## src/sv/gisc_pkg.sv

```systemverilog
// shared types and constants for the grid influence stamp and check unit
// no dependencies
package gisc_pkg;

    localparam int COL_W       = 8;
    localparam int RAD_W       = 4;
    localparam int AMT_W       = 12;
    localparam int FP_W        = 4;
    localparam int TOL_W       = 15;
    localparam int CELL_W      = 16;
    localparam int EXT_W       = 9;
    localparam int CFG_IDX_W   = 1;
    localparam int COORD_W     = 12;
    localparam int DEF_GRID_COLS = 256;
    localparam int DEF_GRID_ROWS = 256;

    localparam logic signed [CELL_W-1:0] CELL_MAX = 16'sh7FFF;
    localparam logic signed [CELL_W-1:0] CELL_MIN = 16'sh8000;

    typedef logic signed [COORD_W-1:0] coord_t;

    typedef enum logic [1:0] {
        OP_CLEAR = 2'd0,
        OP_STAMP = 2'd1,
        OP_READ  = 2'd2,
        OP_CHECK = 2'd3
    } op_t;

    typedef enum logic [CFG_IDX_W-1:0] {
        CFG_COLS = 1'b0,
        CFG_ROWS = 1'b1
    } cfg_idx_t;

    typedef enum logic [2:0] {
        S_BOOT,
        S_IDLE,
        S_SCAN,
        S_DRAIN,
        S_DONE
    } state_t;

    typedef struct packed {
        logic boot;
        logic load;
        logic step;
    } ctrl_cmd_t;

    typedef struct packed {
        logic empty;
        logic last;
    } dp_status_t;

endpackage

```

## src/sv/gisc_ctrl.sv

```systemverilog
// sequencing state machine: boot clear sweep, item load, cell walk, result strobe
// depends on gisc_pkg
module gisc_ctrl (
    input  logic                 clk,
    input  logic                 rst_n,
    input  logic                 start,
    input  gisc_pkg::dp_status_t status,
    output gisc_pkg::ctrl_cmd_t  cmd,
    output logic                 busy,
    output logic                 done
);

    import gisc_pkg::*;

    state_t state_reg;
    state_t state_next;
    logic   silent_reg;
    logic   silent_next;

    always_ff @(posedge clk or negedge rst_n)
    begin
        if (!rst_n)
        begin
            state_reg  <= S_BOOT;
            silent_reg <= 1'b1;
        end
        else
        begin
            state_reg  <= state_next;
            silent_reg <= silent_next;
        end
    end

    always_comb
    begin
        state_next  = state_reg;
        silent_next = silent_reg;
        cmd         = '0;
        busy        = 1'b1;
        done        = 1'b0;
        case (state_reg)
            S_BOOT:
            begin
                cmd.boot   = 1'b1;
                cmd.load   = 1'b1;
                state_next = S_SCAN;
            end
            S_IDLE:
            begin
                busy = 1'b0;
                if (start)
                begin
                    cmd.load    = 1'b1;
                    silent_next = 1'b0;
                    state_next  = S_SCAN;
                end
            end
            S_SCAN:
            begin
                if (status.empty)
                begin
                    state_next = S_DRAIN;
                end
                else
                begin
                    cmd.step = 1'b1;
                    if (status.last)
                    begin
                        state_next = S_DRAIN;
                    end
                end
            end
            S_DRAIN:
            begin
                state_next = silent_reg ? S_IDLE : S_DONE;
            end
            S_DONE:
            begin
                done       = 1'b1;
                state_next = S_IDLE;
            end
            default:
            begin
                state_next = S_IDLE;
            end
        endcase
    end

endmodule

```

## config.mk

```make
export PLATFORM = sky130hd
export DESIGN_NAME = gisc_ctrl
export DESIGN_NICKNAME = d
export VERILOG_FILES = /design/src/sv/gisc_pkg.sv /design/src/sv/gisc_ctrl.sv
export SDC_FILE = /design/constraint.sdc
export NUM_CORES = 1
export LEC_CHECK = 0
export BUFFER_PORTS_ARGS = -buffer_cell sky130_fd_sc_hd__clkbuf_2
export CORE_AREA = 3 3 40 42
export DETAILED_ROUTE_END_ITERATION = 7
export DIE_AREA = 0 0 43 45
export MAX_ROUTING_LAYER = met4
export PLACE_DENSITY = 0.47
export SLEW_MARGIN = 20
export SYNTH_ARGS = -nofsm -noshare
export SYNTH_HDL_FRONTEND = slang
export SYNTH_SLANG_ARGS = --single-unit
```

## constraint.sdc

```tcl
create_clock -name clk -period 1.1 [get_ports clk]
set_input_delay 0.055 -clock clk [delete_from_list [all_inputs] [get_ports clk]]
set_output_delay 0.055 -clock clk [all_outputs]
set_load 0.01 [all_outputs]
```

==> impl_metrics.prom, run 1 <==
# TYPE chip_impl_metric gauge
chip_impl_metric{name="largest_register_ff_count",unit=""} 3
chip_impl_metric{name="hold-path-cell-count",unit=""} 3
chip_impl_metric{name="max-slew-margin-rel",unit=""} 0.8070
chip_impl_metric{name="synth_warnings",unit=""} 0
chip_impl_metric{name="finished_cell_area",unit="um2"} 467.9
chip_impl_metric{name="synth-adder-area-share",unit=""} 0
chip_impl_metric{name="design.core.area",unit="um2"} 1285
chip_impl_metric{name="htreeDepth",unit=""} 1
chip_impl_metric{name="first_pass_grt_wire_length",unit="um"} 1179
chip_impl_metric{name="gr-usage-all-layers",unit=""} 0.09326
chip_impl_metric{name="globalplace.congestion",unit=""} 0.7545
chip_impl_metric{name="ant_nets",unit=""} 0
chip_impl_metric{name="setup_viol",unit=""} 7
chip_impl_metric{name="insertedDiodeCount",unit=""} 0
chip_impl_info{name="clock_tree.root_cell",value="sky130_fd_sc_hd__clkbuf_4"} 1
chip_impl_metric{name="placement.cell_area",unit="um2"} 301.5
chip_impl_metric{name="syn-instance-count",unit=""} 16
chip_impl_metric{name="wl_per_cell",unit="um"} 12.84
chip_impl_metric{name="route.detailed.drc",unit=""} 0
chip_impl_metric{name="globalRoute.totalOverflow",unit=""} 0
chip_impl_metric{name="yosys_register_bits",unit=""} 4
chip_impl_metric{name="power_density",unit="nW/um2"} 3095
chip_impl_metric{name="drtIter0Drc",unit=""} 2
chip_impl_metric{name="die_area",unit="um2"} 1935
chip_impl_metric{name="cts-buffers-inserted",unit=""} 3
chip_impl_metric{name="timing.reg2reg.worst_path_depth",unit=""} 3
chip_impl_metric{name="total_i_o_pin_count",unit=""} 10
chip_impl_info{name="final_common_cell",value="sky130_fd_sc_hd__buf_4"} 1
chip_impl_metric{name="final-max-slew-violation-count",unit=""} 0
chip_impl_metric{name="cp_data_required_time",unit="ns"} 1.04
chip_impl_metric{name="synth_simple_gate_area_frac",unit=""} 0.4012
chip_impl_metric{name="place.detailed.instances",unit=""} 42
chip_impl_metric{name="fin_tns_setup",unit="ns"} -0.8922
chip_impl_metric{name="worst_ir_drop_vdd",unit="V"} 0.0007463
chip_impl_info{name="crit_type",value="flip-flop to output pin"} 1
chip_impl_info{name="timing.hold.worst_endpoint",value="state_reg[1]"} 1
chip_impl_info{name="largest_family_of_logic_cells_by_synthesized_area",value="simple AND/OR/NAND/NOR gates"} 1
chip_impl_metric{name="max_freq",unit="GHz"} 0.7577
chip_impl_info{name="hp_start",value="start"} 1
chip_impl_metric{name="die_y",unit="um"} 45
chip_impl_info{name="rr_startpoint",value="state_reg[1]"} 1
chip_impl_info{name="cts_tree",value="yes"} 1
chip_impl_metric{name="cts_buffer_depth",unit=""} 2
chip_impl_info{name="worst_hold_path_type",value="input port to flip-flop"} 1
chip_impl_info{name="endpoint_type_of_the_worst_setup_path",value="output pin"} 1
chip_impl_info{name="timing.rr.end",value="state_reg[0]"} 1
chip_impl_metric{name="final.fill_count",unit=""} 136
chip_impl_metric{name="syn_to_final_growth",unit="%"} 124.0
chip_impl_metric{name="buffer_ports.inserted",unit=""} 9
chip_impl_metric{name="initial_utilization",unit=""} 0.1626
chip_impl_metric{name="yosys-mux-area-fraction",unit=""} 0
chip_impl_info{name="status",value="complete, but fails checks"} 1
chip_impl_info{name="most-common-layout-cells",value="7 x sky130_fd_sc_hd__buf_4, 5 x sky130_fd_sc_hd__clkbuf_2, 5 x sky130_fd_sc_hd__buf_6"} 1
chip_impl_metric{name="timing.final.crit_share",unit=""} 1.200
chip_impl_metric{name="hpwl",unit="um"} 398.5
chip_impl_metric{name="total_leakage_power",unit="nW"} 0.2177
chip_impl_metric{name="drt-total-wl",unit="um"} 719
chip_impl_info{name="failing_checks",value="setup timing"} 1
chip_impl_metric{name="worst_skew_pair.late_latency",unit="ns"} 0.24
chip_impl_metric{name="arrival",unit="ns"} 1.26
chip_impl_metric{name="portion_of_the_post_synthesis_area_used_by_sequential_elements",unit=""} 0.4850
chip_impl_metric{name="synthXorXnorAreaFrac",unit=""} 0
chip_impl_metric{name="clkSlewWorstSetupHoldPaths",unit="ns"} 0.04
chip_impl_metric{name="synth-compound-area-share",unit=""} 0.09581
chip_impl_metric{name="final_layout_size_suffix_gt1_frac",unit=""} 0.8293
chip_impl_metric{name="worst_slew_pin_slew",unit="ns"} 0.2891
chip_impl_metric{name="final_std_cells_w_o_fill",unit=""} 56
chip_impl_metric{name="final_nets",unit=""} 47
chip_impl_metric{name="placementRows",unit=""} 13
chip_impl_info{name="crit_path_start_kind",value="flip-flop"} 1
chip_impl_metric{name="post_synthesis_cell_type_count",unit=""} 14
chip_impl_metric{name="fin_crit",unit="ns"} 1.320
chip_impl_metric{name="timing.final.hold_violations",unit=""} 0
chip_impl_metric{name="critical_path.max_fanout",unit=""} 7
chip_impl_metric{name="grt_pass1_vias",unit=""} 252
chip_impl_metric{name="setup.reg_to_reg.worst_slack",unit="ns"} -0.08
chip_impl_metric{name="drtPass1Iterations",unit=""} 3
chip_impl_metric{name="antenna_found_initial",unit=""} 0
chip_impl_metric{name="syn_area_per_cell",unit="um2"} 13.06
chip_impl_metric{name="mappedNetlistArea",unit="um2"} 209.0
chip_impl_metric{name="number_of_max_capacitance_violations_reported",unit=""} 0
chip_impl_metric{name="finClkSkew",unit="ns"} 0.004263
chip_impl_info{name="grt_setup_unrepaired",value="yes"} 1
chip_impl_metric{name="number_of_vias_after_detailed_routing",unit=""} 236
chip_impl_metric{name="synth_fp_nets",unit=""} 21
chip_impl_metric{name="postLayoutSetupSlackWorst",unit="ns"} -0.2198
chip_impl_metric{name="cts.sink_count",unit=""} 4
chip_impl_metric{name="drt-vias-per-instance",unit=""} 4.214
chip_impl_metric{name="grt_max_degree",unit=""} 8
chip_impl_metric{name="die-width",unit="um"} 43
==> worst max path at each step <==
stage / slack [ns] / end / startpoint / depth (start not counted)
floorplan: 0.04 / state_reg[0] / state_reg[0] / 2
finish: -0.22 / cmd[1] / state_reg[1] / 3
global placement: -0.04 / cmd[1] / state_reg[2] / 4
CTS: -0.24 / cmd[1] / state_reg[2] / 4
global route: -0.27 / cmd[1] / state_reg[1] / 3
detailed placement: -0.07 / cmd[1] / state_reg[2] / 4
==> area by class of cell <==
cell class	count	area, um2	share of cell area
inverter	1	3.754	0.008021
sequential	4	105.1	0.2246
tap	15	18.77	0.04011
timing repair buffer	21	158.9	0.3396
clock buffer	4	26.28	0.05615
multi-input combinational	11	155.1	0.3316
==> power breakdown <==
part           total (mW)  leakage, nW  internal [mW]  switching (mW)
clock               0.207       0.0150          0.137          0.0705
combinational       0.885        0.159          0.595           0.290
sequential          0.356       0.0432          0.219           0.138
==> worst max-delay path, cell delays in order (launching register included) <==
cell and delay, ns:
sky130_fd_sc_hd__dfrtp_2 0.44, sky130_fd_sc_hd__and4bb_1 0.25, sky130_fd_sc_hd__or2_1 0.21, sky130_fd_sc_hd__clkbuf_2 0.13
==> metrics by stage <==
stage | hold slack [ns] | setup WS, ns | util | power, mW
2_1_floorplan | -0.2406 | 0.04269 | - | 0.5835
3_3_place_gp | -0.1364 | -0.04401 | 0.2347 | 0.7590
3_5_place_dp | -0.1311 | -0.06707 | 0.2347 | 0.7635
4_1_cts | 0.05116 | -0.2427 | 0.3204 | 1.237
5_1_grt | 0.07899 | -0.2691 | 0.3642 | 1.553
6_report | 0.08443 | -0.2198 | 0.3642 | 1.448
==> cells in the mapped netlist <==
cell type / count / area [um2]
sky130_fd_sc_hd__and4bb_1: 1 / 12.51
sky130_fd_sc_hd__or2_1: 1 / 6.260
sky130_fd_sc_hd__nor3_1: 1 / 5.000
sky130_fd_sc_hd__nor3b_1: 1 / 7.510
sky130_fd_sc_hd__nor4b_2: 1 / 15.01
sky130_fd_sc_hd__nor4bb_2: 1 / 16.27
sky130_fd_sc_hd__nand2b_1: 1 / 6.260
sky130_fd_sc_hd__or3b_2: 1 / 8.760
sky130_fd_sc_hd__nor2b_1: 1 / 6.260
sky130_fd_sc_hd__dfstp_2: 1 / 26.28
sky130_fd_sc_hd__inv_1: 1 / 3.750
sky130_fd_sc_hd__dfrtp_1: 3 / 75.07
sky130_fd_sc_hd__a21oi_1: 1 / 5.000
sky130_fd_sc_hd__a2111oi_2: 1 / 15.01
==> repair_timing <==
item / 4_1_cts / 5_1_grt
buffers inserted: 7 / 4
endpoints found under the setup margin: 7 / 8
hold buffers: 1 / 0
gates resized for setup: 7 / 11
pin swaps: 4 / 6
hold endpoints to repair: 4 / 0
==> per-layer routing <==
metal  wire, um  global-route usage  vias to the layer above
met2        365              0.1467                       10
met1        288             0.08108                      113
met4          5             0.07229                        0
met5          0                   -                        -
met3         60             0.05578                        2
li1           -                   -                      111
==> cell families (layout without fill, tap and decap cells) <==
family                 Yosys count  in the layout
AO/OA/AOI/OAI                    2              2
buffers and inverters            1             26
flip-flops                       4              4
AND/OR/NAND/NOR                  9              9
Note: power is estimated with default switching activity, not from simulation.
==> run 2, diff against run 1 <==
PLACE_DENSITY = 0.46   (was 0.47)
RECOVER_POWER = 100   (was not set)
clock period = 1.23 ns   (was 1.1 ns; I/O delays follow)
==> run 2 against run 1 <==
Net effect:
- the run still ends with setup timing left
- count of clock-buffer cells in the layout unchanged
- first-iteration DRC count down 100%
- wire length down 32%
- non-clock buffer count down 8
- global-route usage down 2.8 points
- critical path type unchanged
- largest cell class is now multi-input gates
- largest power group unchanged
- highest routed layer is now met3
==> impl_metrics.prom, run 2 (synthesis gave the netlist of run 1 again) <==
# TYPE chip_impl_metric gauge
chip_impl_metric{name="power_switching_share",unit=""} 0.3538
chip_impl_info{name="status",value="complete, but fails checks"} 1
chip_impl_info{name="cts_tree",value="yes"} 1
chip_impl_info{name="timing.critical_path.cells",value="and4bb_1 -> or2_1 -> clkbuf_2"} 1
chip_impl_info{name="crit_type",value="flip-flop to output pin"} 1
chip_impl_info{name="final_common_cell",value="sky130_fd_sc_hd__clkbuf_2"} 1
chip_impl_metric{name="hold_ws",unit="ns"} 0.05979
chip_impl_metric{name="power.sequential.fraction",unit=""} 0.329
chip_impl_metric{name="power.combinational.fraction",unit=""} 0.481
chip_impl_metric{name="route.detailed.drc",unit=""} 0
chip_impl_info{name="critical-path-slowest-cell",value="sky130_fd_sc_hd__dfrtp_2"} 1
chip_impl_metric{name="power.clock.fraction",unit=""} 0.190
chip_impl_metric{name="final-max-slew-violation-count",unit=""} 0
chip_impl_info{name="clock_tree.root_cell",value="sky130_fd_sc_hd__clkbuf_4"} 1
chip_impl_info{name="endpoint_type_of_the_worst_setup_path",value="output pin"} 1
chip_impl_metric{name="worst_skew_pair.late_latency",unit="ns"} 0.23
chip_impl_metric{name="critical_path.max_fanout",unit=""} 7
chip_impl_metric{name="max-slew-margin-rel",unit=""} 0.7817
chip_impl_metric{name="power_density",unit="nW/um2"} 2567
chip_impl_metric{name="final_nets",unit=""} 39
chip_impl_metric{name="timing.final.hold_violations",unit=""} 0
chip_impl_metric{name="ant_nets",unit=""} 0
chip_impl_metric{name="first_pass_grt_wire_length",unit="um"} 855
chip_impl_metric{name="total_i_o_pin_count",unit=""} 10
chip_impl_metric{name="finClkSkew",unit="ns"} 0.005826
chip_impl_metric{name="gr-usage-all-layers",unit=""} 0.06557
chip_impl_metric{name="cp_data_required_time",unit="ns"} 1.17
chip_impl_metric{name="max_freq",unit="GHz"} 0.7743
chip_impl_metric{name="final_std_cells_w_o_fill",unit=""} 48
chip_impl_metric{name="drt-vias-per-instance",unit=""} 3.979
chip_impl_metric{name="cts_buffer_depth",unit=""} 2
chip_impl_metric{name="globalplace.congestion",unit=""} 0.7696
chip_impl_metric{name="buffer_ports.inserted",unit=""} 9
chip_impl_metric{name="arrival",unit="ns"} 1.23
chip_impl_info{name="failing_checks",value="setup timing"} 1
chip_impl_metric{name="syn_to_final_growth",unit="%"} 73.05
chip_impl_metric{name="die_area",unit="um2"} 1935
chip_impl_metric{name="drtIter0Drc",unit=""} 0
chip_impl_metric{name="slowest_delay",unit="ns"} 0.45
chip_impl_metric{name="grt_max_degree",unit=""} 8
chip_impl_info{name="grt_setup_unrepaired",value="yes"} 1
chip_impl_metric{name="number_of_max_capacitance_violations_reported",unit=""} 0
chip_impl_metric{name="clkSlewWorstSetupHoldPaths",unit="ns"} 0.04
chip_impl_metric{name="place.detailed.instances",unit=""} 40
chip_impl_metric{name="largest_register_ff_count",unit=""} 3
chip_impl_metric{name="postLayoutSetupSlackWorst",unit="ns"} -0.06156
chip_impl_metric{name="design.core.area",unit="um2"} 1285
chip_impl_metric{name="die-width",unit="um"} 43
chip_impl_metric{name="cts.sink_count",unit=""} 4
chip_impl_metric{name="insertedDiodeCount",unit=""} 0
chip_impl_metric{name="number_of_vias_after_detailed_routing",unit=""} 191
chip_impl_metric{name="setup_viol",unit=""} 2
chip_impl_metric{name="die_y",unit="um"} 45
chip_impl_metric{name="drtPass1Iterations",unit=""} 1
chip_impl_metric{name="fin_crit",unit="ns"} 1.292
chip_impl_metric{name="final_layout_size_suffix_gt1_frac",unit=""} 0.7273
chip_impl_metric{name="cts-buffers-inserted",unit=""} 3
chip_impl_metric{name="worst_ir_drop_vdd",unit="V"} 0.0009503
chip_impl_metric{name="wl_per_cell",unit="um"} 10.21
chip_impl_metric{name="htreeDepth",unit=""} 1
chip_impl_metric{name="worst_slew_pin_slew",unit="ns"} 0.3228
chip_impl_info{name="worst_hold_path_type",value="input port to flip-flop"} 1
chip_impl_info{name="most-common-layout-cells",value="5 x sky130_fd_sc_hd__clkbuf_2, 3 x sky130_fd_sc_hd__clkbuf_4, 3 x sky130_fd_sc_hd__buf_4, 3 x sky130_fd_sc_hd__dfrtp_2"} 1
chip_impl_metric{name="timing.final.crit_share",unit=""} 1.050
chip_impl_metric{name="final.fill_count",unit=""} 142
chip_impl_metric{name="total_leakage_power",unit="nW"} 0.1628
chip_impl_info{name="crit_path_start_kind",value="flip-flop"} 1
chip_impl_metric{name="net-switching-power",unit="uW"} 328.4
chip_impl_metric{name="grt_pass1_vias",unit=""} 211
chip_impl_metric{name="antenna_found_initial",unit=""} 0
chip_impl_metric{name="intPower",unit="uW"} 599.8
chip_impl_metric{name="drt-total-wl",unit="um"} 490
chip_impl_metric{name="initial_utilization",unit=""} 0.1626
chip_impl_metric{name="placementRows",unit=""} 13
chip_impl_metric{name="globalRoute.totalOverflow",unit=""} 0
-- run 2: path summary, 6_finish.rpt --
check / start / to / slack [ns] / cells after the start
min in group asynchronous: rst_n / state_reg[2] / 0.18 / 2
hold reg to reg: silent_reg / silent_reg / 0.49 / 1
setup reg to reg: state_reg[1] / state_reg[0] / 0.03 / 3
hold / removal: status[0] / state_reg[0] / 0.06 / 3
setup / recovery: state_reg[0] / cmd[1] / -0.06 / 3
max in group asynchronous: rst_n / silent_reg / 0.79 / 2
-- run 2: power by group through the flow --
stage	clock network, mW	logic (mW)	registers [mW]
after floorplan	0	0.233	0.250
after global placement	0	0.334	0.261
after detailed placement	0	0.340	0.267
after CTS	0.187	0.420	0.297
after global routing	0.191	0.484	0.321
final	0.176	0.447	0.306
-- run 2: metrics by stage --
stage               setup slack (ns)  TNS (ns)    util  power [mW]  instance area [um2]
floorplan                    0.09377         0       -      0.4834                209.0
global placement              0.1283         0  0.2123      0.5950                272.8
detailed placement           0.08132         0  0.2123      0.6075                272.8
CTS                         -0.07388   -0.1603  0.2707      0.9032                347.8
global route                 -0.1138   -0.2801  0.2814      0.9970                361.6
finish                      -0.06156  -0.09951  0.2814      0.9283                361.6
-- run 2: routing by layer --
layer / part of all wire / wire (um) / global-route usage
met2: 0.42 / 206 / 0.08982
met3: 0.12 / 58 / 0.01594
met1: 0.46 / 224 / 0.07353
met4: 0 / 0 / 0.07229
met5: 0 / 0 / -
-- run 2: final cells by class --
class                           count  area [um2]  area share
Multi-Input combinational cell     11       125.1      0.3460
Sequential cell                     4       105.1      0.2907
Timing Repair Buffer               13       82.58      0.2284
Clock buffer                        4       26.28     0.07266
Tap cell                           15       18.77     0.05190
Inverter                            1       3.754     0.01038
-- run 2: what timing repair did --
item                                    CTS  global route
gates resized for setup                   6             5
hold buffers                              1             0
endpoints found under the setup margin    4             6
endpoints found under the hold margin     4             0
pin swaps                                 3             4
setup buffers                             2             1
-- run 2: worst max-delay path, delay by kind of cell, from the launching register on --
family / cells / cell delay [ns]
simple gates: 2 / 0.42
buf+inv: 1 / 0.12
flops: 1 / 0.45
